===== config.mk =====
export PLATFORM = sky130hd
export DESIGN_NAME = dark_pixel_centroid_steering_flat
export DESIGN_NICKNAME = d
export VERILOG_FILES = /design/src/rtl/dpc_pkg.sv /design/src/rtl/dpc_pix_if.sv /design/src/rtl/dpc_res_if.sv /design/src/rtl/dark_pixel_centroid_steering.sv /design/src/rtl/dpc_ctrl.sv /design/src/rtl/dpc_datapath.sv /design/src/flat_wrapper.sv
export SDC_FILE = /design/constraint.sdc
export NUM_CORES = 1
export LEC_CHECK = 0
export ABC_CLOCK_PERIOD_IN_PS = 7950
export BUFFER_PORTS_ARGS = -buffer_cell sky130_fd_sc_hd__buf_4
export CAP_MARGIN = 5
export CORE_ASPECT_RATIO = 0.7
export CORE_MARGIN = 2
export CORE_UTILIZATION = 57
export DETAILED_ROUTE_END_ITERATION = 8
export GPL_ROUTABILITY_DRIVEN = 0
export GPL_TIMING_DRIVEN = 1
export PLACE_DENSITY = 0.77
export SETUP_SLACK_MARGIN = 0.4
export SLEW_MARGIN = 15
export SYNTH_ARGS = -nofsm -noshare
export SYNTH_HDL_FRONTEND = slang
export SYNTH_SLANG_ARGS = --single-unit

===== constraint.sdc =====
create_clock -name i_clk -period 7.95 [get_ports i_clk]
set_clock_uncertainty 0.1 [all_clocks]
set_input_delay 0.795 -clock i_clk [delete_from_list [all_inputs] [get_ports i_clk]]
set_output_delay 0.795 -clock i_clk [all_outputs]
set_load 0.1 [all_outputs]

===== src/rtl/dpc_pkg.sv =====
package dpc_pkg;

    localparam int COORD_W    = 10;
    localparam int GREY_W     = 8;
    localparam int DUTY_W     = 7;
    localparam int SUM_W      = 30;
    localparam int CNT_W      = 21;
    localparam int CFG_IDX_W  = 3;
    localparam int CFG_DATA_W = 10;
    localparam int DIV_STEPS  = SUM_W;
    localparam int STEP_W     = $clog2(DIV_STEPS);

    localparam logic [CFG_IDX_W-1:0] CFG_DARK_THRESHOLD = 3'd0;
    localparam logic [CFG_IDX_W-1:0] CFG_LEFT_LIMIT     = 3'd1;
    localparam logic [CFG_IDX_W-1:0] CFG_RIGHT_LIMIT    = 3'd2;
    localparam logic [CFG_IDX_W-1:0] CFG_FAST_DUTY      = 3'd3;
    localparam logic [CFG_IDX_W-1:0] CFG_SLOW_DUTY      = 3'd4;

    localparam logic [GREY_W-1:0]  RST_DARK_THRESHOLD = 8'd100;
    localparam logic [COORD_W-1:0] RST_LEFT_LIMIT     = 10'd315;
    localparam logic [COORD_W-1:0] RST_RIGHT_LIMIT    = 10'd325;
    localparam logic [DUTY_W-1:0]  RST_FAST_DUTY      = 7'd20;
    localparam logic [DUTY_W-1:0]  RST_SLOW_DUTY      = 7'd10;

    typedef enum logic [1:0] {
        STEER_LEFT    = 2'd0,
        STEER_FORWARD = 2'd1,
        STEER_RIGHT   = 2'd2,
        STEER_BACK    = 2'd3
    } t_steer;

    typedef enum logic [2:0] {
        ST_ACCUM,
        ST_LOAD_X,
        ST_DIV_X,
        ST_LOAD_Y,
        ST_DIV_Y,
        ST_RESULT
    } t_state;

    typedef struct packed {
        logic in_ready;
        logic div_load;
        logic div_sel_y;
        logic div_step;
        logic out_load;
    } t_cmd;

    typedef struct packed {
        logic in_accept;
        logic in_last;
        logic out_free;
    } t_status;

endpackage


===== src/rtl/dpc_pix_if.sv =====
interface dpc_pix_if;
    logic                              valid;
    logic                              ready;
    logic [dpc_pkg::COORD_W-1:0]       pixel_x;
    logic [dpc_pkg::COORD_W-1:0]       pixel_y;
    logic [dpc_pkg::GREY_W-1:0]        grey_level;
    logic                              frame_end;

    modport source (output valid, pixel_x, pixel_y, grey_level, frame_end, input ready);
    modport sink (input valid, pixel_x, pixel_y, grey_level, frame_end, output ready);
endinterface


===== src/rtl/dpc_res_if.sv =====
interface dpc_res_if;
    logic                              valid;
    logic                              ready;
    logic [dpc_pkg::COORD_W-1:0]       centroid_x;
    logic [dpc_pkg::COORD_W-1:0]       centroid_y;
    logic                              line_found;
    logic [1:0]                        steer_code;
    logic [dpc_pkg::DUTY_W-1:0]        left_duty;
    logic [dpc_pkg::DUTY_W-1:0]        right_duty;
    logic                              left_dir;
    logic                              right_dir;

    modport source (
        output valid, centroid_x, centroid_y, line_found, steer_code,
               left_duty, right_duty, left_dir, right_dir,
        input  ready
    );
    modport sink (
        input  valid, centroid_x, centroid_y, line_found, steer_code,
               left_duty, right_duty, left_dir, right_dir,
        output ready
    );
endinterface


===== src/rtl/dark_pixel_centroid_steering.sv =====
// A pixel request that does not end a frame is taken one per clock while the block accumulates.
// A frame-end request is followed by an x division and then a y division on one shared
// restoring divider, each after a load of its dividend. Pixel input is held off during
// the divisions and until the result register can take the finished result, which is
// then loaded into the result register as the sums are cleared.
// Synchronous active-low reset restores the register defaults and clears the sums.
module dark_pixel_centroid_steering #(
    parameter int MAX_WIDTH  = 1024,
    parameter int MAX_HEIGHT = 1024
) (
    input  logic                              i_clk,
    input  logic                              i_rst_n,
    input  logic                              i_cfg_we,
    input  logic [dpc_pkg::CFG_IDX_W-1:0]     i_cfg_idx,
    input  logic [dpc_pkg::CFG_DATA_W-1:0]    i_cfg_data,
    dpc_pix_if.sink                           i_pix,
    dpc_res_if.source                         o_res
);

    dpc_pkg::t_cmd    w_cmd;
    dpc_pkg::t_status w_status;

    dpc_ctrl u_ctrl (
        .i_clk    (i_clk),
        .i_rst_n  (i_rst_n),
        .i_status (w_status),
        .o_cmd    (w_cmd)
    );

    dpc_datapath #(
        .MAX_WIDTH  (MAX_WIDTH),
        .MAX_HEIGHT (MAX_HEIGHT)
    ) u_datapath (
        .i_clk      (i_clk),
        .i_rst_n    (i_rst_n),
        .i_cfg_we   (i_cfg_we),
        .i_cfg_idx  (i_cfg_idx),
        .i_cfg_data (i_cfg_data),
        .i_cmd      (w_cmd),
        .o_status   (w_status),
        .i_pix      (i_pix),
        .o_res      (o_res)
    );

endmodule


===== src/rtl/dpc_ctrl.sv =====
module dpc_ctrl (
    input  logic             i_clk,
    input  logic             i_rst_n,
    input  dpc_pkg::t_status i_status,
    output dpc_pkg::t_cmd    o_cmd
);

    localparam logic [dpc_pkg::STEP_W-1:0] LAST_STEP = dpc_pkg::STEP_W'(dpc_pkg::DIV_STEPS - 1);

    dpc_pkg::t_state              r_state, n_state;
    logic [dpc_pkg::STEP_W-1:0]   r_step, n_step;

    always_ff @(posedge i_clk) begin
        if (!i_rst_n) begin
            r_state <= dpc_pkg::ST_ACCUM;
            r_step  <= '0;
        end else begin
            r_state <= n_state;
            r_step  <= n_step;
        end
    end

    always_comb begin
        n_state = r_state;
        n_step  = r_step;
        o_cmd   = '0;
        case (r_state)
            dpc_pkg::ST_ACCUM: begin
                o_cmd.in_ready = 1'b1;
                if (i_status.in_accept && i_status.in_last) begin
                    n_state = dpc_pkg::ST_LOAD_X;
                end
            end
            dpc_pkg::ST_LOAD_X: begin
                o_cmd.div_load = 1'b1;
                n_step         = '0;
                n_state        = dpc_pkg::ST_DIV_X;
            end
            dpc_pkg::ST_DIV_X: begin
                o_cmd.div_step = 1'b1;
                if (r_step == LAST_STEP) begin
                    n_step  = '0;
                    n_state = dpc_pkg::ST_LOAD_Y;
                end else begin
                    n_step = r_step + 1'b1;
                end
            end
            dpc_pkg::ST_LOAD_Y: begin
                o_cmd.div_load  = 1'b1;
                o_cmd.div_sel_y = 1'b1;
                n_step          = '0;
                n_state         = dpc_pkg::ST_DIV_Y;
            end
            dpc_pkg::ST_DIV_Y: begin
                o_cmd.div_step = 1'b1;
                if (r_step == LAST_STEP) begin
                    n_step  = '0;
                    n_state = dpc_pkg::ST_RESULT;
                end else begin
                    n_step = r_step + 1'b1;
                end
            end
            dpc_pkg::ST_RESULT: begin
                if (i_status.out_free) begin
                    o_cmd.out_load = 1'b1;
                    n_state        = dpc_pkg::ST_ACCUM;
                end
            end
            default: begin
                n_state = dpc_pkg::ST_ACCUM;
            end
        endcase
    end

    a_div_x_then_y: assert property (@(posedge i_clk) disable iff (!i_rst_n)
        (r_state == dpc_pkg::ST_DIV_X && r_step == LAST_STEP) |=>
            (r_state == dpc_pkg::ST_LOAD_Y))
        else $error("x division did not hand over to y division");

    a_frame_end_starts_div: assert property (@(posedge i_clk) disable iff (!i_rst_n)
        (o_cmd.in_ready && i_status.in_accept && i_status.in_last) |=>
            (r_state == dpc_pkg::ST_LOAD_X))
        else $error("frame end request did not start the division");

    a_result_waits: assert property (@(posedge i_clk) disable iff (!i_rst_n)
        (r_state == dpc_pkg::ST_RESULT && !i_status.out_free) |=>
            (r_state == dpc_pkg::ST_RESULT))
        else $error("finished result left before the result register was free");

endmodule


===== src/rtl/dpc_datapath.sv =====
module dpc_datapath #(
    parameter int MAX_WIDTH  = 1024,
    parameter int MAX_HEIGHT = 1024
) (
    input  logic                              i_clk,
    input  logic                              i_rst_n,
    input  logic                              i_cfg_we,
    input  logic [dpc_pkg::CFG_IDX_W-1:0]     i_cfg_idx,
    input  logic [dpc_pkg::CFG_DATA_W-1:0]    i_cfg_data,
    input  dpc_pkg::t_cmd                     i_cmd,
    output dpc_pkg::t_status                  o_status,
    dpc_pix_if.sink                           i_pix,
    dpc_res_if.source                         o_res
);

    localparam int CW = dpc_pkg::COORD_W;
    localparam int SW = dpc_pkg::SUM_W;
    localparam int NW = dpc_pkg::CNT_W;
    localparam int DW = dpc_pkg::DUTY_W;

    logic [dpc_pkg::GREY_W-1:0] r_thr;
    logic [CW-1:0]              r_left_lim;
    logic [CW-1:0]              r_right_lim;
    logic [DW-1:0]              r_fast;
    logic [DW-1:0]              r_slow;

    logic [SW-1:0]              r_sum_x;
    logic [SW-1:0]              r_sum_y;
    logic [NW-1:0]              r_cnt;

    logic [SW-1:0]              r_quo;
    logic [NW-1:0]              r_rem;
    logic [CW-1:0]              r_cx;

    logic                       r_out_valid;
    logic [CW-1:0]              r_out_cx;
    logic [CW-1:0]              r_out_cy;
    logic                       r_out_found;
    dpc_pkg::t_steer            r_out_steer;
    logic [DW-1:0]              r_out_ld;
    logic [DW-1:0]              r_out_rd;
    logic                       r_out_ldir;
    logic                       r_out_rdir;

    logic                       w_accept;
    logic                       w_dark;
    logic [NW:0]                w_shift;
    logic [NW:0]                w_diff;
    logic                       w_ge;
    logic                       w_found;
    logic [CW-1:0]              w_cy;
    dpc_pkg::t_steer            w_steer;
    logic [DW-1:0]              w_ld;
    logic [DW-1:0]              w_rd;

    assign i_pix.ready = i_cmd.in_ready;
    assign w_accept    = i_pix.valid && i_cmd.in_ready;
    assign w_dark      = (i_pix.grey_level < r_thr)
                      && (32'(i_pix.pixel_x) < 32'(MAX_WIDTH))
                      && (32'(i_pix.pixel_y) < 32'(MAX_HEIGHT));

    assign o_status.in_accept = w_accept;
    assign o_status.in_last   = i_pix.frame_end;
    assign o_status.out_free  = !r_out_valid || o_res.ready;

    always_ff @(posedge i_clk) begin
        if (!i_rst_n) begin
            r_thr       <= dpc_pkg::RST_DARK_THRESHOLD;
            r_left_lim  <= dpc_pkg::RST_LEFT_LIMIT;
            r_right_lim <= dpc_pkg::RST_RIGHT_LIMIT;
            r_fast      <= dpc_pkg::RST_FAST_DUTY;
            r_slow      <= dpc_pkg::RST_SLOW_DUTY;
        end else if (i_cfg_we) begin
            case (i_cfg_idx)
                dpc_pkg::CFG_DARK_THRESHOLD: r_thr       <= i_cfg_data[dpc_pkg::GREY_W-1:0];
                dpc_pkg::CFG_LEFT_LIMIT:     r_left_lim  <= i_cfg_data[CW-1:0];
                dpc_pkg::CFG_RIGHT_LIMIT:    r_right_lim <= i_cfg_data[CW-1:0];
                dpc_pkg::CFG_FAST_DUTY:      r_fast      <= i_cfg_data[DW-1:0];
                dpc_pkg::CFG_SLOW_DUTY:      r_slow      <= i_cfg_data[DW-1:0];
                default: begin
                end
            endcase
        end
    end

    always_ff @(posedge i_clk) begin
        if (!i_rst_n) begin
            r_sum_x <= '0;
            r_sum_y <= '0;
            r_cnt   <= '0;
        end else if (i_cmd.out_load) begin
            r_sum_x <= '0;
            r_sum_y <= '0;
            r_cnt   <= '0;
        end else if (w_accept && w_dark) begin
            r_sum_x <= r_sum_x + SW'(i_pix.pixel_x);
            r_sum_y <= r_sum_y + SW'(i_pix.pixel_y);
            r_cnt   <= r_cnt + 1'b1;
        end
    end

    assign w_shift = {r_rem, r_quo[SW-1]};
    assign w_diff  = w_shift - {1'b0, r_cnt};
    assign w_ge    = (w_shift >= {1'b0, r_cnt});

    always_ff @(posedge i_clk) begin
        if (i_cmd.div_load) begin
            r_quo <= i_cmd.div_sel_y ? r_sum_y : r_sum_x;
            r_rem <= '0;
            if (i_cmd.div_sel_y) begin
                r_cx <= r_quo[CW-1:0];
            end
        end else if (i_cmd.div_step) begin
            r_quo <= {r_quo[SW-2:0], w_ge};
            r_rem <= w_ge ? w_diff[NW-1:0] : w_shift[NW-1:0];
        end
    end

    assign w_found = (r_cnt != '0);
    assign w_cy    = r_quo[CW-1:0];

    always_comb begin
        if (!w_found) begin
            w_steer = dpc_pkg::STEER_BACK;
            w_ld    = r_slow;
            w_rd    = r_slow;
        end else if (r_cx >= r_right_lim) begin
            w_steer = dpc_pkg::STEER_RIGHT;
            w_ld    = r_fast;
            w_rd    = r_slow;
        end else if (r_cx <= r_left_lim) begin
            w_steer = dpc_pkg::STEER_LEFT;
            w_ld    = r_slow;
            w_rd    = r_fast;
        end else begin
            w_steer = dpc_pkg::STEER_FORWARD;
            w_ld    = r_fast;
            w_rd    = r_fast;
        end
    end

    always_ff @(posedge i_clk) begin
        if (!i_rst_n) begin
            r_out_valid <= 1'b0;
        end else if (i_cmd.out_load) begin
            r_out_valid <= 1'b1;
        end else if (o_res.ready) begin
            r_out_valid <= 1'b0;
        end
    end

    always_ff @(posedge i_clk) begin
        if (i_cmd.out_load) begin
            r_out_cx    <= w_found ? r_cx : '0;
            r_out_cy    <= w_found ? w_cy : '0;
            r_out_found <= w_found;
            r_out_steer <= w_steer;
            r_out_ld    <= w_ld;
            r_out_rd    <= w_rd;
            r_out_ldir  <= w_found;
            r_out_rdir  <= !w_found;
        end
    end

    assign o_res.valid      = r_out_valid;
    assign o_res.centroid_x = r_out_cx;
    assign o_res.centroid_y = r_out_cy;
    assign o_res.line_found = r_out_found;
    assign o_res.steer_code = r_out_steer;
    assign o_res.left_duty  = r_out_ld;
    assign o_res.right_duty = r_out_rd;
    assign o_res.left_dir   = r_out_ldir;
    assign o_res.right_dir  = r_out_rdir;

    a_load_when_free: assert property (@(posedge i_clk) disable iff (!i_rst_n)
        i_cmd.out_load |-> (!r_out_valid || o_res.ready))
        else $error("result register overwritten before it was taken");

    a_clear_after_result: assert property (@(posedge i_clk) disable iff (!i_rst_n)
        i_cmd.out_load |=> (r_cnt == '0 && r_sum_x == '0 && r_sum_y == '0))
        else $error("accumulators not cleared after the result");

    a_not_found_zero: assert property (@(posedge i_clk) disable iff (!i_rst_n)
        (r_out_valid && !r_out_found) |->
            (r_out_cx == '0 && r_out_cy == '0 && r_out_steer == dpc_pkg::STEER_BACK))
        else $error("not-found result carries a centroid or a wrong steer code");

endmodule

===== src/flat_wrapper.sv =====
// flat-port wrapper written by rule: the top's interface ports become plain ports
module dark_pixel_centroid_steering_flat 
#(
    parameter int MAX_WIDTH  = 1024,
    parameter int MAX_HEIGHT = 1024
)
  (i_clk, i_rst_n, i_cfg_we, i_cfg_idx, i_cfg_data, i_pix_valid, i_pix_pixel_x, i_pix_pixel_y, i_pix_grey_level, i_pix_frame_end, i_pix_ready, o_res_valid, o_res_centroid_x, o_res_centroid_y, o_res_line_found, o_res_steer_code, o_res_left_duty, o_res_right_duty, o_res_left_dir, o_res_right_dir, o_res_ready);
  dpc_pix_if i_pix_i ();
  dpc_res_if o_res_i ();
  input  logic i_clk;
  input  logic i_rst_n;
  input  logic i_cfg_we;
  input  logic [dpc_pkg::CFG_IDX_W-1:0] i_cfg_idx;
  input  logic [dpc_pkg::CFG_DATA_W-1:0] i_cfg_data;
  input wire logic [$bits(i_pix_i.valid)-1:0] i_pix_valid;
  input wire logic [$bits(i_pix_i.pixel_x)-1:0] i_pix_pixel_x;
  input wire logic [$bits(i_pix_i.pixel_y)-1:0] i_pix_pixel_y;
  input wire logic [$bits(i_pix_i.grey_level)-1:0] i_pix_grey_level;
  input wire logic [$bits(i_pix_i.frame_end)-1:0] i_pix_frame_end;
  output wire logic [$bits(i_pix_i.ready)-1:0] i_pix_ready;
  output wire logic [$bits(o_res_i.valid)-1:0] o_res_valid;
  output wire logic [$bits(o_res_i.centroid_x)-1:0] o_res_centroid_x;
  output wire logic [$bits(o_res_i.centroid_y)-1:0] o_res_centroid_y;
  output wire logic [$bits(o_res_i.line_found)-1:0] o_res_line_found;
  output wire logic [$bits(o_res_i.steer_code)-1:0] o_res_steer_code;
  output wire logic [$bits(o_res_i.left_duty)-1:0] o_res_left_duty;
  output wire logic [$bits(o_res_i.right_duty)-1:0] o_res_right_duty;
  output wire logic [$bits(o_res_i.left_dir)-1:0] o_res_left_dir;
  output wire logic [$bits(o_res_i.right_dir)-1:0] o_res_right_dir;
  input wire logic [$bits(o_res_i.ready)-1:0] o_res_ready;
  assign i_pix_i.valid = i_pix_valid;
  assign i_pix_i.pixel_x = i_pix_pixel_x;
  assign i_pix_i.pixel_y = i_pix_pixel_y;
  assign i_pix_i.grey_level = i_pix_grey_level;
  assign i_pix_i.frame_end = i_pix_frame_end;
  assign i_pix_ready = i_pix_i.ready;
  assign o_res_valid = o_res_i.valid;
  assign o_res_centroid_x = o_res_i.centroid_x;
  assign o_res_centroid_y = o_res_i.centroid_y;
  assign o_res_line_found = o_res_i.line_found;
  assign o_res_steer_code = o_res_i.steer_code;
  assign o_res_left_duty = o_res_i.left_duty;
  assign o_res_right_duty = o_res_i.right_duty;
  assign o_res_left_dir = o_res_i.left_dir;
  assign o_res_right_dir = o_res_i.right_dir;
  assign o_res_i.ready = o_res_ready;
  dark_pixel_centroid_steering #(.MAX_WIDTH(MAX_WIDTH), .MAX_HEIGHT(MAX_HEIGHT)) u_core (.i_clk(i_clk), .i_rst_n(i_rst_n), .i_cfg_we(i_cfg_we), .i_cfg_idx(i_cfg_idx), .i_cfg_data(i_cfg_data), .i_pix(i_pix_i), .o_res(o_res_i));
endmodule

# [Yosys cells after proc, flatten, opt, wreduce, memory -nomap -nowiden]
# Cells that the tools add are included.
# W data, S select, Z words.
[word_totals] output_inout_bits=41 inputBits=47 register_bits=231
[classes] n_reduce_logical=23 bitwise=2 mux=26 n_lt_le_gt_ge=4 addsub=5 n_eq_ne=14
[op_table] op="$mux W30" count=3
[op_table] op="$add A30 B10 Y30" count=2
[op_table] op="$mux W7" count=5
[op_table] op="$ge A22 B21 Y1" count=1
[op_table] op="$add A21 B1 Y21 const B" count=1
[op_table] op="$mux W21" count=1
[op_table] op="$reduce_bool A21 Y1" count=1
[op_table] op="$sub A21 B21 Y21" count=1
[op_table] op="$pmux W3 S6" count=1
[op_table] op="$eq A3 B2 Y1 const B" count=4
[op_table] op="$mux W3" count=4
[op_table] op="$reduce_and A2 Y1" count=6
[op_table] op="$ge A10 B10 Y1" count=1
[op_table] op="$le A10 B10 Y1" count=1
[op_table] op="$mux W1" count=10
[op_table] op="$pmux W5 S2" count=1
[op_table] op="$eq A3 B3 Y1 const B" count=3
[op_table] op="$lt A8 B8 Y1" count=1
[op_table] op="$ne A2 B2 Y1 const B" count=4
[op_table] op="$reduce_or A2 Y1" count=4
[op_table] op="$eq A3 B1 Y1 const B" count=2
[op_table] op="$logic_not A3 Y1" count=2
[op_table] op="$reduce_bool A2 Y1" count=3
[op_table] op="$add A5 B1 Y5 const B" count=1
[op_table] op="7 further kinds" count=11

# [Depth between registers and ports, before layout]
# Gate-level depths: netlist (run 1).
[logic_depth] word_depth=6 mapped_depth=12 ltp_nobuf=11

# [By module]
# A second synthesis (run 1) with hierarchy kept.
[unflattened] cells_unflattened=1350 area_unflattened_um2=12325.6
[modules_own_cells] module="dpc_datapath" seq_area_each_um2=5245.0 area_each_um2=11822.6 instances=1 cells_each=1294
[modules_own_cells] module="dpc_ctrl" seq_area_each_um2=160.2 area_each_um2=503.0 instances=1 cells_each=56

# [Least setup slack after synthesis (run 1)]
# OpenSTA, ideal clock, no wires.
[synth_path] path_type="register to register" startpoint="register u_core.u_datapath.r_out_valid (netlist: u_core.u_datapath.o_res.valid)" endpoint="register u_core.u_datapath.r_cnt[15]" arrival_ns=3.339 path_stages_with_launch=8 setup_slack_ns=4.375 setup_ns=0.136 path_cell_list="dfxtp_1 > nor2b_1 > nor2_1 > nor2b_1 > clkbuf_1 > clkbuf_1 > o311ai_0 > o41ai_1"
[synth_lines] item="from (decl)" line="dpc_datapath.sv:35" text="logic r_out_valid;"
[synth_lines] item="from (signal assigned)" line="dpc_datapath.sv:144" text="r_out_valid <= 1'b0;"
[synth_lines] item="from (signal assigned)" line="dpc_datapath.sv:146" text="r_out_valid <= 1'b1;"
[synth_lines] item="from (signal assigned)" line="dpc_datapath.sv:148" text="r_out_valid <= 1'b0;"
[synth_lines] item="to (signal assigned)" line="dpc_datapath.sv:98" text="r_cnt <= r_cnt + 1'b1;"
[synth_lines] item="to (decl)" line="dpc_datapath.sv:29" text="logic [NW-1:0] r_cnt;"

# [Final worst setup path (run 1)]
[layout_path] startpoint="register u_core.u_ctrl.r_state[1]" endpoint="register u_core.u_datapath.r_quo[29], enable pin"
[layout_between] elab_chain_cells=4
[layout_lines] item="from (decl)" line="dpc_ctrl.sv:10" text="dpc_pkg::t_state r_state, n_state;"
[layout_lines] item="from (signal assigned)" line="dpc_ctrl.sv:15" text="r_state <= dpc_pkg::ST_ACCUM;"
[layout_lines] item="from (signal assigned)" line="dpc_ctrl.sv:18" text="r_state <= n_state;"
[layout_lines] item="$eq A3 B3 Y1 (tied with other cells)" line="dpc_ctrl.sv:27" text="case (r_state)"
[layout_lines] item="$reduce_or A2 Y1 (no source line)"
[layout_lines] item="$mux W1" line="dpc_ctrl.sv:27"
[layout_lines] item="$reduce_bool A2 Y1 (no source line) (*)"
[layout_lines] item="to (signal assigned)" line="dpc_datapath.sv:108" text="r_quo <= i_cmd.div_sel_y ? r_sum_y : r_sum_x;"
[layout_lines] item="to (signal assigned)" line="dpc_datapath.sv:114" text="r_quo <= {r_quo[SW-2:0], w_ge};"
[layout_lines] item="to (decl)" line="dpc_datapath.sv:31" text="logic [SW-1:0] r_quo;"
# Mark *: on every way between the ends. The rest lies on a longest branch, timed or not.
# A chain may end at the register's enable or synchronous reset.

==> summary by stage, run 1 <==
Flow run
The max capacitance violation total is 0.

Clock network
The post-CTS resize count is 0. After clock tree synthesis, the clock-pin slew on the worst setup and hold paths is around 0.070 ns. In this run the clock root is driven by a sky130_fd_sc_hd__clkbuf_16.

TritonCTS built the clock tree. In this run the deepest clock path goes through 3 buffers. The number of buffers added to fix hold violations after cts is 0. The sink count of the clock tree is 231. The number of buffers inserted by post-CTS setup repair is 0. The number of H-tree branching levels is 1. Counting the buffers created by CTS gives 22. For the worst-skew pair, the clock arrives at the later sink with an insertion delay of 0.52 ns.

GRT
The global-route wire length before repair is a little under 50000 µm. The via count of the first global-routing pass is approximately 9300. Entering global routing, the biggest net connects 76 pins. The initial antenna violation count is 0. In the global route stage, overall resource usage came out at 0.2571. The total overflow left after global routing is 0.

Floorplanning
The total area inside the core boundary comes to about 21000 µm². The die covers 22800 µm². between 80 and 90 I/O pins were placed.

The die is ~130 µm tall. In this run the core area contains 44 standard-cell rows. The initial cell density of the core is 0.5868. The horizontal extent of the die is ~180 µm.

Synthesis
After synthesis the netlist holds a flip-flop and latch count of about 230. The simple-gate portion of the synthesized area is 0.1867. The dominant combinational cell family by area after synthesis is simple AND/OR/NAND/NOR gates. During synthesis, Yosys emitted a total of 0 warnings.

Of the total synthesized cell area, the portion taken by full adders, half adders and majority gates is 0.07807. The area of the mapped netlist is roughly 12000 µm². In the synthesized netlist, the number of instances is around 1300. Synthesis produced a netlist with a net count of 1466. The synthesized design contains 78 enable-type register cells. Of the total synthesized cell area, the portion taken by XOR and XNOR cells is 0.04412. The primary flip-flop cell chosen by synthesis mapping is sky130_fd_sc_hd__dfxtp_1. The share of the synthesized area in compound gates (AO/OA/AOI/OAI) is 0.1606. The share of the Yosys chip area taken by registers is 0.4392.

Measured against the total synthesized area, the mux share comes to 0.05022. Of all flip-flops after synthesis, the portion carrying an async set or reset was 0. The mean instance size in the synthesized netlist is about 9.2 µm².

The distinct cell type count after synthesis is between 70 and 80.

Pwr
The overall power consumption is approximately 4400 µW. The peak supply drop is 0.1920 mV. The power per cell area is between 300 and 400 nW/µm². Summed over all cells, the static leakage comes to between 0.005 and 0.006 µW.

Routing
The total number of vias is 10043. Dividing the detail-routed via count by the number of cells gives slightly below 6. The number of DRC violations after detailed routing is 0. The number of nets with antenna violations after routing is 0. The final routed wire length divided by cell count is 17.44 µm. The number of design-rule violations left by the first detailed-router iteration is 981. After detailed routing, the total wire length is around 30000 µm. The first detailed-routing pass took 5 iterations.

Worst setup path
The worst setup path is captured at a flop. The critical path goes through inv_1, nand2_1, a21o_1, and2_1, inv_2. The worst setup path is launched from a flop. The critical path class is reg2reg. Along the worst path, the maximum fanout reaches 35. The required arrival time at the worst endpoint is between 7 and 8 ns. For this design, the slowest cell found on the critical path is sky130_fd_sc_hd__dfxtp_2. On the worst path, the slowest cell contributes a delay of between 1 and 1.5 ns.

Together, buffers and inverters on the worst path number 2. STA puts the critical path data arrival time at ~4 ns. In this design, the largest share of critical-path delay is due to flip-flops.

STA
After routing, the total negative slack on setup checks comes to 0 ns. In this run the tightest slew margin relative to its limit is 0.2681. The transition time at the pin with the least slew margin is around 1.1 ns. Setup repair after global routing left no endpoint under its margin. The final number of hold-violating endpoints is 0.

Of the available clock period, the critical path in the final layout requires 0.4925. The hold slack is ~0.37 ns. Static timing analysis puts the maximum clock frequency at around 0.26 GHz. The final critical-path required period is 3.915 ns. The number of max-slew violations in the final report is 0. Setup violations remaining at the end of the flow were counted as 0.

Finish
0 antenna diodes ended up in the layout. The register area is 5406 µm². Of the cells placed in the final design, the portion with a size suffix greater than 1 is 0.1133. The post-route cell area is 13850 µm².

The post-layout net count is roughly 1500. The area occupied by multi-input gates is between 6000 and 7000 µm². The filler cells instantiated in the layout total about 1700.

From synthesis to final layout, the design area changed by 12.56%.

Status
The run finished with clean final reports.

Hold path
The path class of the lowest-slack min-delay path is reg2reg.

Placed design
The half-perimeter wire length of the detailed placement result is roughly 21000 µm. The cell area after placement is 13150 µm². Buffers placed on the I/O ports in this run total just under 90.
[kinds of logic (layout without fill, tap and decap cells)]
kind of cell / Yosys count / count (layout)
xor gates and xnor gates: 62 / 62
muxes: 60 / 60
and+or+nand+nor: 482 / 482
adders and majority gates: 75 / 75
AOI/OAI and AO/OA: 306 / 306
DFF: 231 / 231
buffers and inverters: 128 / 205
[worst paths after layout]
check	from	end	cells past startpoint	slack (ns)
min reg2reg	u_core.u_datapath.r_right_lim[4]	u_core.u_datapath.r_right_lim[4]	2	0.37
max reg2reg	u_core.u_ctrl.r_state[1]	u_core.u_datapath.r_quo[29]	5	4.03
max	u_core.u_ctrl.r_state[1]	u_core.u_datapath.r_quo[29]	5	4.03
min	u_core.u_datapath.r_right_lim[4]	u_core.u_datapath.r_right_lim[4]	2	0.37
[cell usage in the layout (no fill, tap or decap), types with 10 or more instances in the layout]
master                      instances
sky130_fd_sc_hd__nand4_1           13
sky130_fd_sc_hd__nor4_1            18
sky130_fd_sc_hd__edfxtp_1          78
sky130_fd_sc_hd__nand2_1          207
sky130_fd_sc_hd__a21boi_0          30
sky130_fd_sc_hd__clkbuf_1          11
sky130_fd_sc_hd__o31ai_1           11
sky130_fd_sc_hd__nor3_1            21
sky130_fd_sc_hd__a21o_1            14
sky130_fd_sc_hd__xor2_1            16
sky130_fd_sc_hd__a21oi_1           75
sky130_fd_sc_hd__o211ai_1          20
sky130_fd_sc_hd__ha_1              72
sky130_fd_sc_hd__mux2i_1           46
sky130_fd_sc_hd__a211oi_1          10
sky130_fd_sc_hd__nor2b_1           27
sky130_fd_sc_hd__inv_1             71
sky130_fd_sc_hd__buf_4             93
sky130_fd_sc_hd__dfxtp_1          152
sky130_fd_sc_hd__mux2_2            14
sky130_fd_sc_hd__xnor2_1           46
sky130_fd_sc_hd__o21ai_1           18
sky130_fd_sc_hd__or3_1             15
sky130_fd_sc_hd__nor2_1            74
sky130_fd_sc_hd__clkbuf_16         22
sky130_fd_sc_hd__and3_1            16
sky130_fd_sc_hd__nand3_1           40
sky130_fd_sc_hd__nand2b_1          12
sky130_fd_sc_hd__o21ai_0           63
[cells in the mapped netlist, drive strengths merged, types with 10 or more instances]
master,number,area (µm²)
clkbuf,45,168.9
nand2,207,777.0
ha,72,900.9
inv,72,270.3
a211oi,10,75.07
mux2i,46,460.4
edfxtp,78,2342
nor2,75,281.5
and3,16,100.1
xor2,16,140.1
nand2b,13,81.33
nor2b,27,168.9
o211ai,20,150.1
or3,16,105.1
nor4,18,112.6
a21boi,30,225.2
xnor2,46,402.9
nor3,22,121.4
a21oi,77,396.6
a21o,14,105.1
o31ai,11,82.58
nand4,13,81.33
mux2,14,157.7
dfxtp,153,3063
o21ai,83,419.2
buf,11,66.31
nand3,40,200.2
[registers in the layout (all words and copies together) (netlist names), 8 cells and up]
| name | cells |
|---|---|
| u_core.u_datapath.r_cnt | 21 |
| u_core.u_datapath.r_quo | 30 |
| u_core.u_datapath.o_res.centroid_y | 10 |
| u_core.u_datapath.r_left_lim | 10 |
| u_core.u_datapath.r_rem | 21 |
| u_core.u_datapath.r_sum_x | 30 |
| u_core.u_datapath.r_right_lim | 10 |
| u_core.u_datapath.o_res.centroid_x | 10 |
| u_core.u_datapath.r_cx | 10 |
| u_core.u_datapath.r_sum_y | 30 |
| u_core.u_datapath.r_thr | 8 |
[report_power, final]
group / switching [µW] / leakage (µW) / internal [µW]
combinational: 1060 / 0.00300 / 680
sequential: 155 / 0.00196 / 1470
clock: 446 / 0.000339 / 601
[routing by layer]
layer,GRT usage,up-vias,wire (µm)
li1,-,4916,-
met1,0.3944,4749,14160
met2,0.3919,349,12790
met3,0.03330,29,2286
met4,0.04543,0,363
met5,0,-,0
[layout make-up]
type / count / area share
clock buffers: 35 / 0.04470
clock inverters: 5 / 0.006141
inverters: 72 / 0.01951
multi-input cells: 985 / 0.4641
flip-flops and latches: 231 / 0.3902
well taps: 276 / 0.02493
repair buffers: 93 / 0.05039
[worst min-delay path: cells and delay by family (launching register included)]
kind               cells  cell delay (ns)
and+or+nand+nor        1             0.05
AOI/OAI and AO/OA      1             0.07
DFF                    1             0.31
[stage by stage]
step | utilization | setup slack, ns | std cells
floorplan | - | 4.375 | 1344
global placement | 0.6268 | 3.731 | 1657
detailed placement | 0.6268 | 3.997 | 1657
CTS | 0.6603 | 3.989 | 1697
global route | 0.6605 | 3.707 | 1697
finish | 0.6605 | 4.035 | 1697
Note: power is estimated with default switching activity, not from simulation.
==> run 2: changes to the inputs <==
- ABC_AREA: default -> 1
- ABC_CLOCK_PERIOD_IN_PS: 7950 -> 4050
- clock period: 7.95 -> 4.05 ns (I/O delays scaled with it)
==> run 2 against run 1 <==
Effect of this change: synthesized cell count grew 49%; utilization fell by 0.71 points; critical path depth rose by 2; clock power grew 120%; final cell count increased by 42%.
==> summary by stage, run 2 <==
Finish
The number of diodes was 0 (unchanged). Commonest non-fill, non-tap cells in the layout: sky130_fd_sc_hd__nand2_1 (566), sky130_fd_sc_hd__inv_1 (276), sky130_fd_sc_hd__nor2_1 (212) (was sky130_fd_sc_hd__nand2_1 (207), sky130_fd_sc_hd__dfxtp_1 (152), sky130_fd_sc_hd__buf_4 (93)). The number of inserted filler cells in the final layout is 2066 (was 1682). The post-layout net count was 2191 (was 1527). The post-route cell area is 15560 µm² (was 13850 µm²). The layout overhead on the synthesized area came to 11.99% (was 12.56%). The share of layout cells above drive strength 1 came to 0.07427 (was 0.1133). Largest registers in the final layout: u_core.u_datapath.r_quo: 30 flops, u_core.u_datapath.r_sum_x: 30 flops, u_core.u_datapath.r_sum_y: 30 flops (unchanged).

The most common library cell in the layout ignoring fill and taps is sky130_fd_sc_hd__nand2_1 (unchanged).

GRT
The global-route wire length before repair is 61140 µm (was 48330 µm). The initial antenna violation count is 0 (unchanged). The total track usage is 0.2982 (was 0.2571).

The via count of the first global-routing pass is 11851 (was 9280). The maximum number of pins on one net before global-route repair was 48 (was 76). The overall overflow remaining after global route is 0 (unchanged).

Synthesis
The simple-gate portion of the synthesized area came to 0.3145 (was 0.1867). The share of the synthesized area in compound gates (AO/OA/AOI/OAI) is 0.1084 (was 0.1606). The area of the mapped netlist is 13890 µm² (was 12310 µm²).

The post-synthesis sequential area ratio is 0.3890 (was 0.4392). The number of flip-flops and latches in the synthesized netlist is 231 (unchanged). The distinct cell type count after synthesis came to 44 (was 72).

The mean instance size in the synthesized netlist is 6.947 µm² (was 9.158 µm²). Commonest cells post-synth: sky130_fd_sc_hd__nand2_1 (566), sky130_fd_sc_hd__inv_1 (276), sky130_fd_sc_hd__nor2_1 (214), sky130_fd_sc_hd__a21oi_1 (161), sky130_fd_sc_hd__nand3_1 (157) (was sky130_fd_sc_hd__nand2_1 (207), sky130_fd_sc_hd__dfxtp_1 (153), sky130_fd_sc_hd__edfxtp_1 (78), sky130_fd_sc_hd__a21oi_1 (76), sky130_fd_sc_hd__nor2_1 (75)). The synthesis warning total came to 0 (unchanged). Largest cells by area after synthesis: sky130_fd_sc_hd__dfxtp_1 (22%), sky130_fd_sc_hd__edfxtp_1 (17%), sky130_fd_sc_hd__nand2_1 (15%), sky130_fd_sc_hd__inv_1 (7.5%), sky130_fd_sc_hd__ha_1 (6.5%) (was sky130_fd_sc_hd__dfxtp_1 (25%), sky130_fd_sc_hd__edfxtp_1 (19%), sky130_fd_sc_hd__ha_1 (7.3%), sky130_fd_sc_hd__nand2_1 (6.3%), sky130_fd_sc_hd__mux2i_1 (3.7%)). The most frequently used cell type in the post-synthesis netlist is sky130_fd_sc_hd__nand2_1 (unchanged).

The share of synthesized registers carrying an async set or reset is 0 (unchanged). The number of nets produced by synthesis came to 2122 (was 1466). The post-synthesis adder-cell area fraction came to 0.06916 (was 0.07807).

The number of standard cells after synthesis came to 2000 (was 1344). The top cell type's share of synthesized area came to 0.2204 (was 0.2489). The library cell with the largest summed area after synthesis is sky130_fd_sc_hd__dfxtp_1 (unchanged).

The xor-xnor portion of the synthesized cell area was 0.02269 (was 0.04412). The number of flops mapped to enable cells by yosys is 78 (unchanged). The primary flip-flop cell chosen by synthesis mapping is sky130_fd_sc_hd__dfxtp_1 (unchanged). The multiplexer fraction of the synthesized cell area is 0 (was 0.05022).

The dominant combinational cell family by area after synthesis is simple AND/OR/NAND/NOR gates (unchanged).

Worst setup path
The maximum fanout along the worst path was 39 (was 35). The signal arrival time at the worst endpoint was 3.27 ns (was 3.93 ns). The reg-to-reg critical path startpoint is u_core.u_ctrl.r_state[1] (unchanged). The terminus of the critical flop-to-flop path is u_core.u_datapath.r_rem[6] (was u_core.u_datapath.r_quo[29]).

The depth of the worst register-to-register path is 7 (was 5). The critical path class was reg2reg (unchanged). The type of destination of the critical path is a flop (unchanged). The critical path startpoint category is a flop (unchanged). The minimum setup slack among reg-to-reg paths was 1.11 ns (was 4.03 ns). The required arrival time at the worst endpoint is 4.38 ns (was 7.96 ns). The origin of the worst setup path is u_core.u_ctrl.r_state[1] (unchanged).

Hold path
The sink of the worst hold path is u_core.u_datapath.r_slow[1] (was u_core.u_datapath.r_right_lim[4]). The hold path startpoint is i_cfg_data[1] (was u_core.u_datapath.r_right_lim[4]). The path class of the lowest-slack min-delay path is in2reg (was reg2reg).

The number of cells on the worst hold path is 3 (was 2).

Routing
The number of DRC violations after detailed routing is 0 (unchanged). The detail-routed via count per cell is 5.543 (was 5.918). The total number of vias is 13332 (was 10043). The number of nets with antenna violations after routing is 0 (unchanged). The final routed wire length divided by cell count is 16.03 µm (was 17.44 µm).

The total wirelength of the detailed-routed design is 38550 µm (was 29600 µm). The number of design-rule violations left by the first detailed-router iteration came to 1633 (was 981). The iteration count of the initial detailed-routing pass is 8 (was 5).

Clock network
The post-CTS resize count came to 0 (unchanged). The clock transition at the registers of the reported paths is 0.06 ns (was 0.07 ns). The clock latency on the worst-skew pair came to 0.55 ns (was 0.52 ns). The number of H-tree branching levels is 1 (unchanged). The total clock buffers created by CTS is 24 (was 22). The number of buffers added to fix hold violations after cts is 1 (was 0). The maximum buffer depth of the clock tree is 3 (unchanged). The TritonCTS clock tree is done (unchanged). The sink count of the clock tree came to 231 (unchanged). The number of buffers inserted by post-CTS setup repair came to 0 (unchanged). The cell at the root of the clock tree is sky130_fd_sc_hd__clkbuf_16 (unchanged).

STA
The upper clock frequency limit is 0.3401 GHz (was 0.2554 GHz). The worst-case headroom to the max-slew limit is 0.3724 (was 0.2681). RSZ-0062 raised after global routing: no (unchanged).

The number of max-slew violations in the final report was 0 (unchanged). The final setup TNS is 0 ns (unchanged). The final-report setup violation count is 0 (unchanged). The final clock period utilization by the worst path was 0.7261 (was 0.4925).

The final critical-path required period came to 2.941 ns (was 3.915 ns). The final number of hold-violating endpoints is 0 (unchanged). The transition time at the pin with the least slew margin is 0.9403 ns (was 1.093 ns).

Floorplanning
The horizontal extent of the die is 190.6 µm (was 179.6 µm). The I/O pin count came to 88 (unchanged). The core outline area is 23820 µm² (was 20980 µm²). The number of core rows is 47 (was 44).

The area of the die is 25660 µm² (was 22800 µm²). The initial cell density of the core came to 0.5834 (was 0.5868). The y dimension of the die is 134.6 µm (was 126.9 µm).

Placed design
The half-perimeter wire length of the detailed placement result came to 28240 µm (was 21140 µm). The cell area after placement is 14760 µm² (was 13150 µm²). The number of buffers inserted by port buffering was 87 (unchanged).

Pwr
The reported leakage power is 0.007160 µW (was 0.005303 µW). The power per cell area was 574.9 nW/µm² (was 318.6 nW/µm²). The peak supply drop is 0.4672 mV (was 0.1920 mV).

Status
Result of the run: finished clean (unchanged).

Flow run
The max capacitance violation total was 0 (unchanged).
-- run 2: cell types whose count changed after synthesis, moves of 15 or more --
cell | previous run | this run
sky130_fd_sc_hd__inv_1 | 72 | 276
sky130_fd_sc_hd__clkbuf_1 | 45 | 30
sky130_fd_sc_hd__xnor2_1 | 46 | 18
sky130_fd_sc_hd__o21ai_0 | 64 | 84
sky130_fd_sc_hd__nand3_1 | 40 | 157
sky130_fd_sc_hd__or3_1 | 15 | 0
sky130_fd_sc_hd__nand2_1 | 207 | 566
sky130_fd_sc_hd__nor2_1 | 75 | 214
sky130_fd_sc_hd__nand4_1 | 13 | 31
sky130_fd_sc_hd__mux2i_1 | 46 | 0
sky130_fd_sc_hd__nor2b_1 | 27 | 0
sky130_fd_sc_hd__a21boi_0 | 30 | 2
sky130_fd_sc_hd__a21oi_1 | 76 | 161
sky130_fd_sc_hd__o21ai_1 | 18 | 1
-- run 2: worst max-delay path by stage --
stage / to / slack [ns] / cells after the start
floorplan: u_core.u_datapath.r_sum_x[6] / 0.64 / 7
CTS: u_core.u_ctrl.r_step[1] / 1.09 / 9
detailed placement: u_core.u_ctrl.r_step[1] / 1.14 / 9
global placement: u_core.u_datapath.r_cnt[12] / 1.25 / 13
global route: u_core.u_ctrl.r_step[1] / 0.84 / 9
finish: u_core.u_datapath.r_rem[6] / 1.11 / 7
-- run 2: report_power, final --
group | leakage (µW) | internal, µW | switching, µW
registers | 0.00197 | 2870 | 225
logic | 0.00481 | 1120 | 2460
clock network | 0.000383 | 1320 | 955
total | 0.00716 | 5310 | 3640
-- run 2: final cells by class --
type                    count  area, µm²  share of cell area
clock buffers              34      648.1             0.04165
clock inverters            10      142.6            0.009166
inverters                 280       1054             0.06770
multi-input cells        1433       7168              0.4606
flip-flops and latches    231       5405              0.3473
well taps                 318      397.9             0.02557
repair buffers             99      745.7             0.04792
-- run 2: critical path: stages (launching register included) --
cell and delay, ns:
sky130_fd_sc_hd__dfxtp_1 0.35, sky130_fd_sc_hd__clkinv_2 0.39, sky130_fd_sc_hd__o21ai_1 0.37, sky130_fd_sc_hd__a21oi_2 0.05, sky130_fd_sc_hd__buf_4 0.25, sky130_fd_sc_hd__nor2_4 0.44
sky130_fd_sc_hd__inv_2 0.47, sky130_fd_sc_hd__o21ai_0 0.35
-- run 2: metrics by stage --
step / hold slack [ns] / std cells / util / setup slack (ns) / total power, µW
2_1_floorplan: 0.3331 / 2000 / - / 0.6351 / 5718
3_3_place_gp: 0.3462 / 2360 / 0.6198 / 1.245 / 6541
3_5_place_dp: 0.3532 / 2360 / 0.6198 / 1.140 / 6616
4_1_cts: 0.007005 / 2405 / 0.6534 / 1.093 / 8889
5_1_grt: 0.02799 / 2405 / 0.6534 / 0.8429 / 9503
6_report: 0.02108 / 2405 / 0.6534 / 1.109 / 8946
-- run 2: logic make-up after synthesis --
| family | count (synthesis) |
|---|---|
| fa+ha+maj | 75 |
| flops | 231 |
| simple gates | 1040 |
| buf+inv | 336 |
| compound gates | 282 |
| xor+xnor | 36 |
-- run 2: metal layers --
metal	global-route usage	part of all wire	vias up
li1	-	-	6619
met1	0.4568	0.47	6004
met2	0.4216	0.40	652
met3	0.07302	0.11	57
met4	0.06245	0.020	0
met5	0.007692	0	-
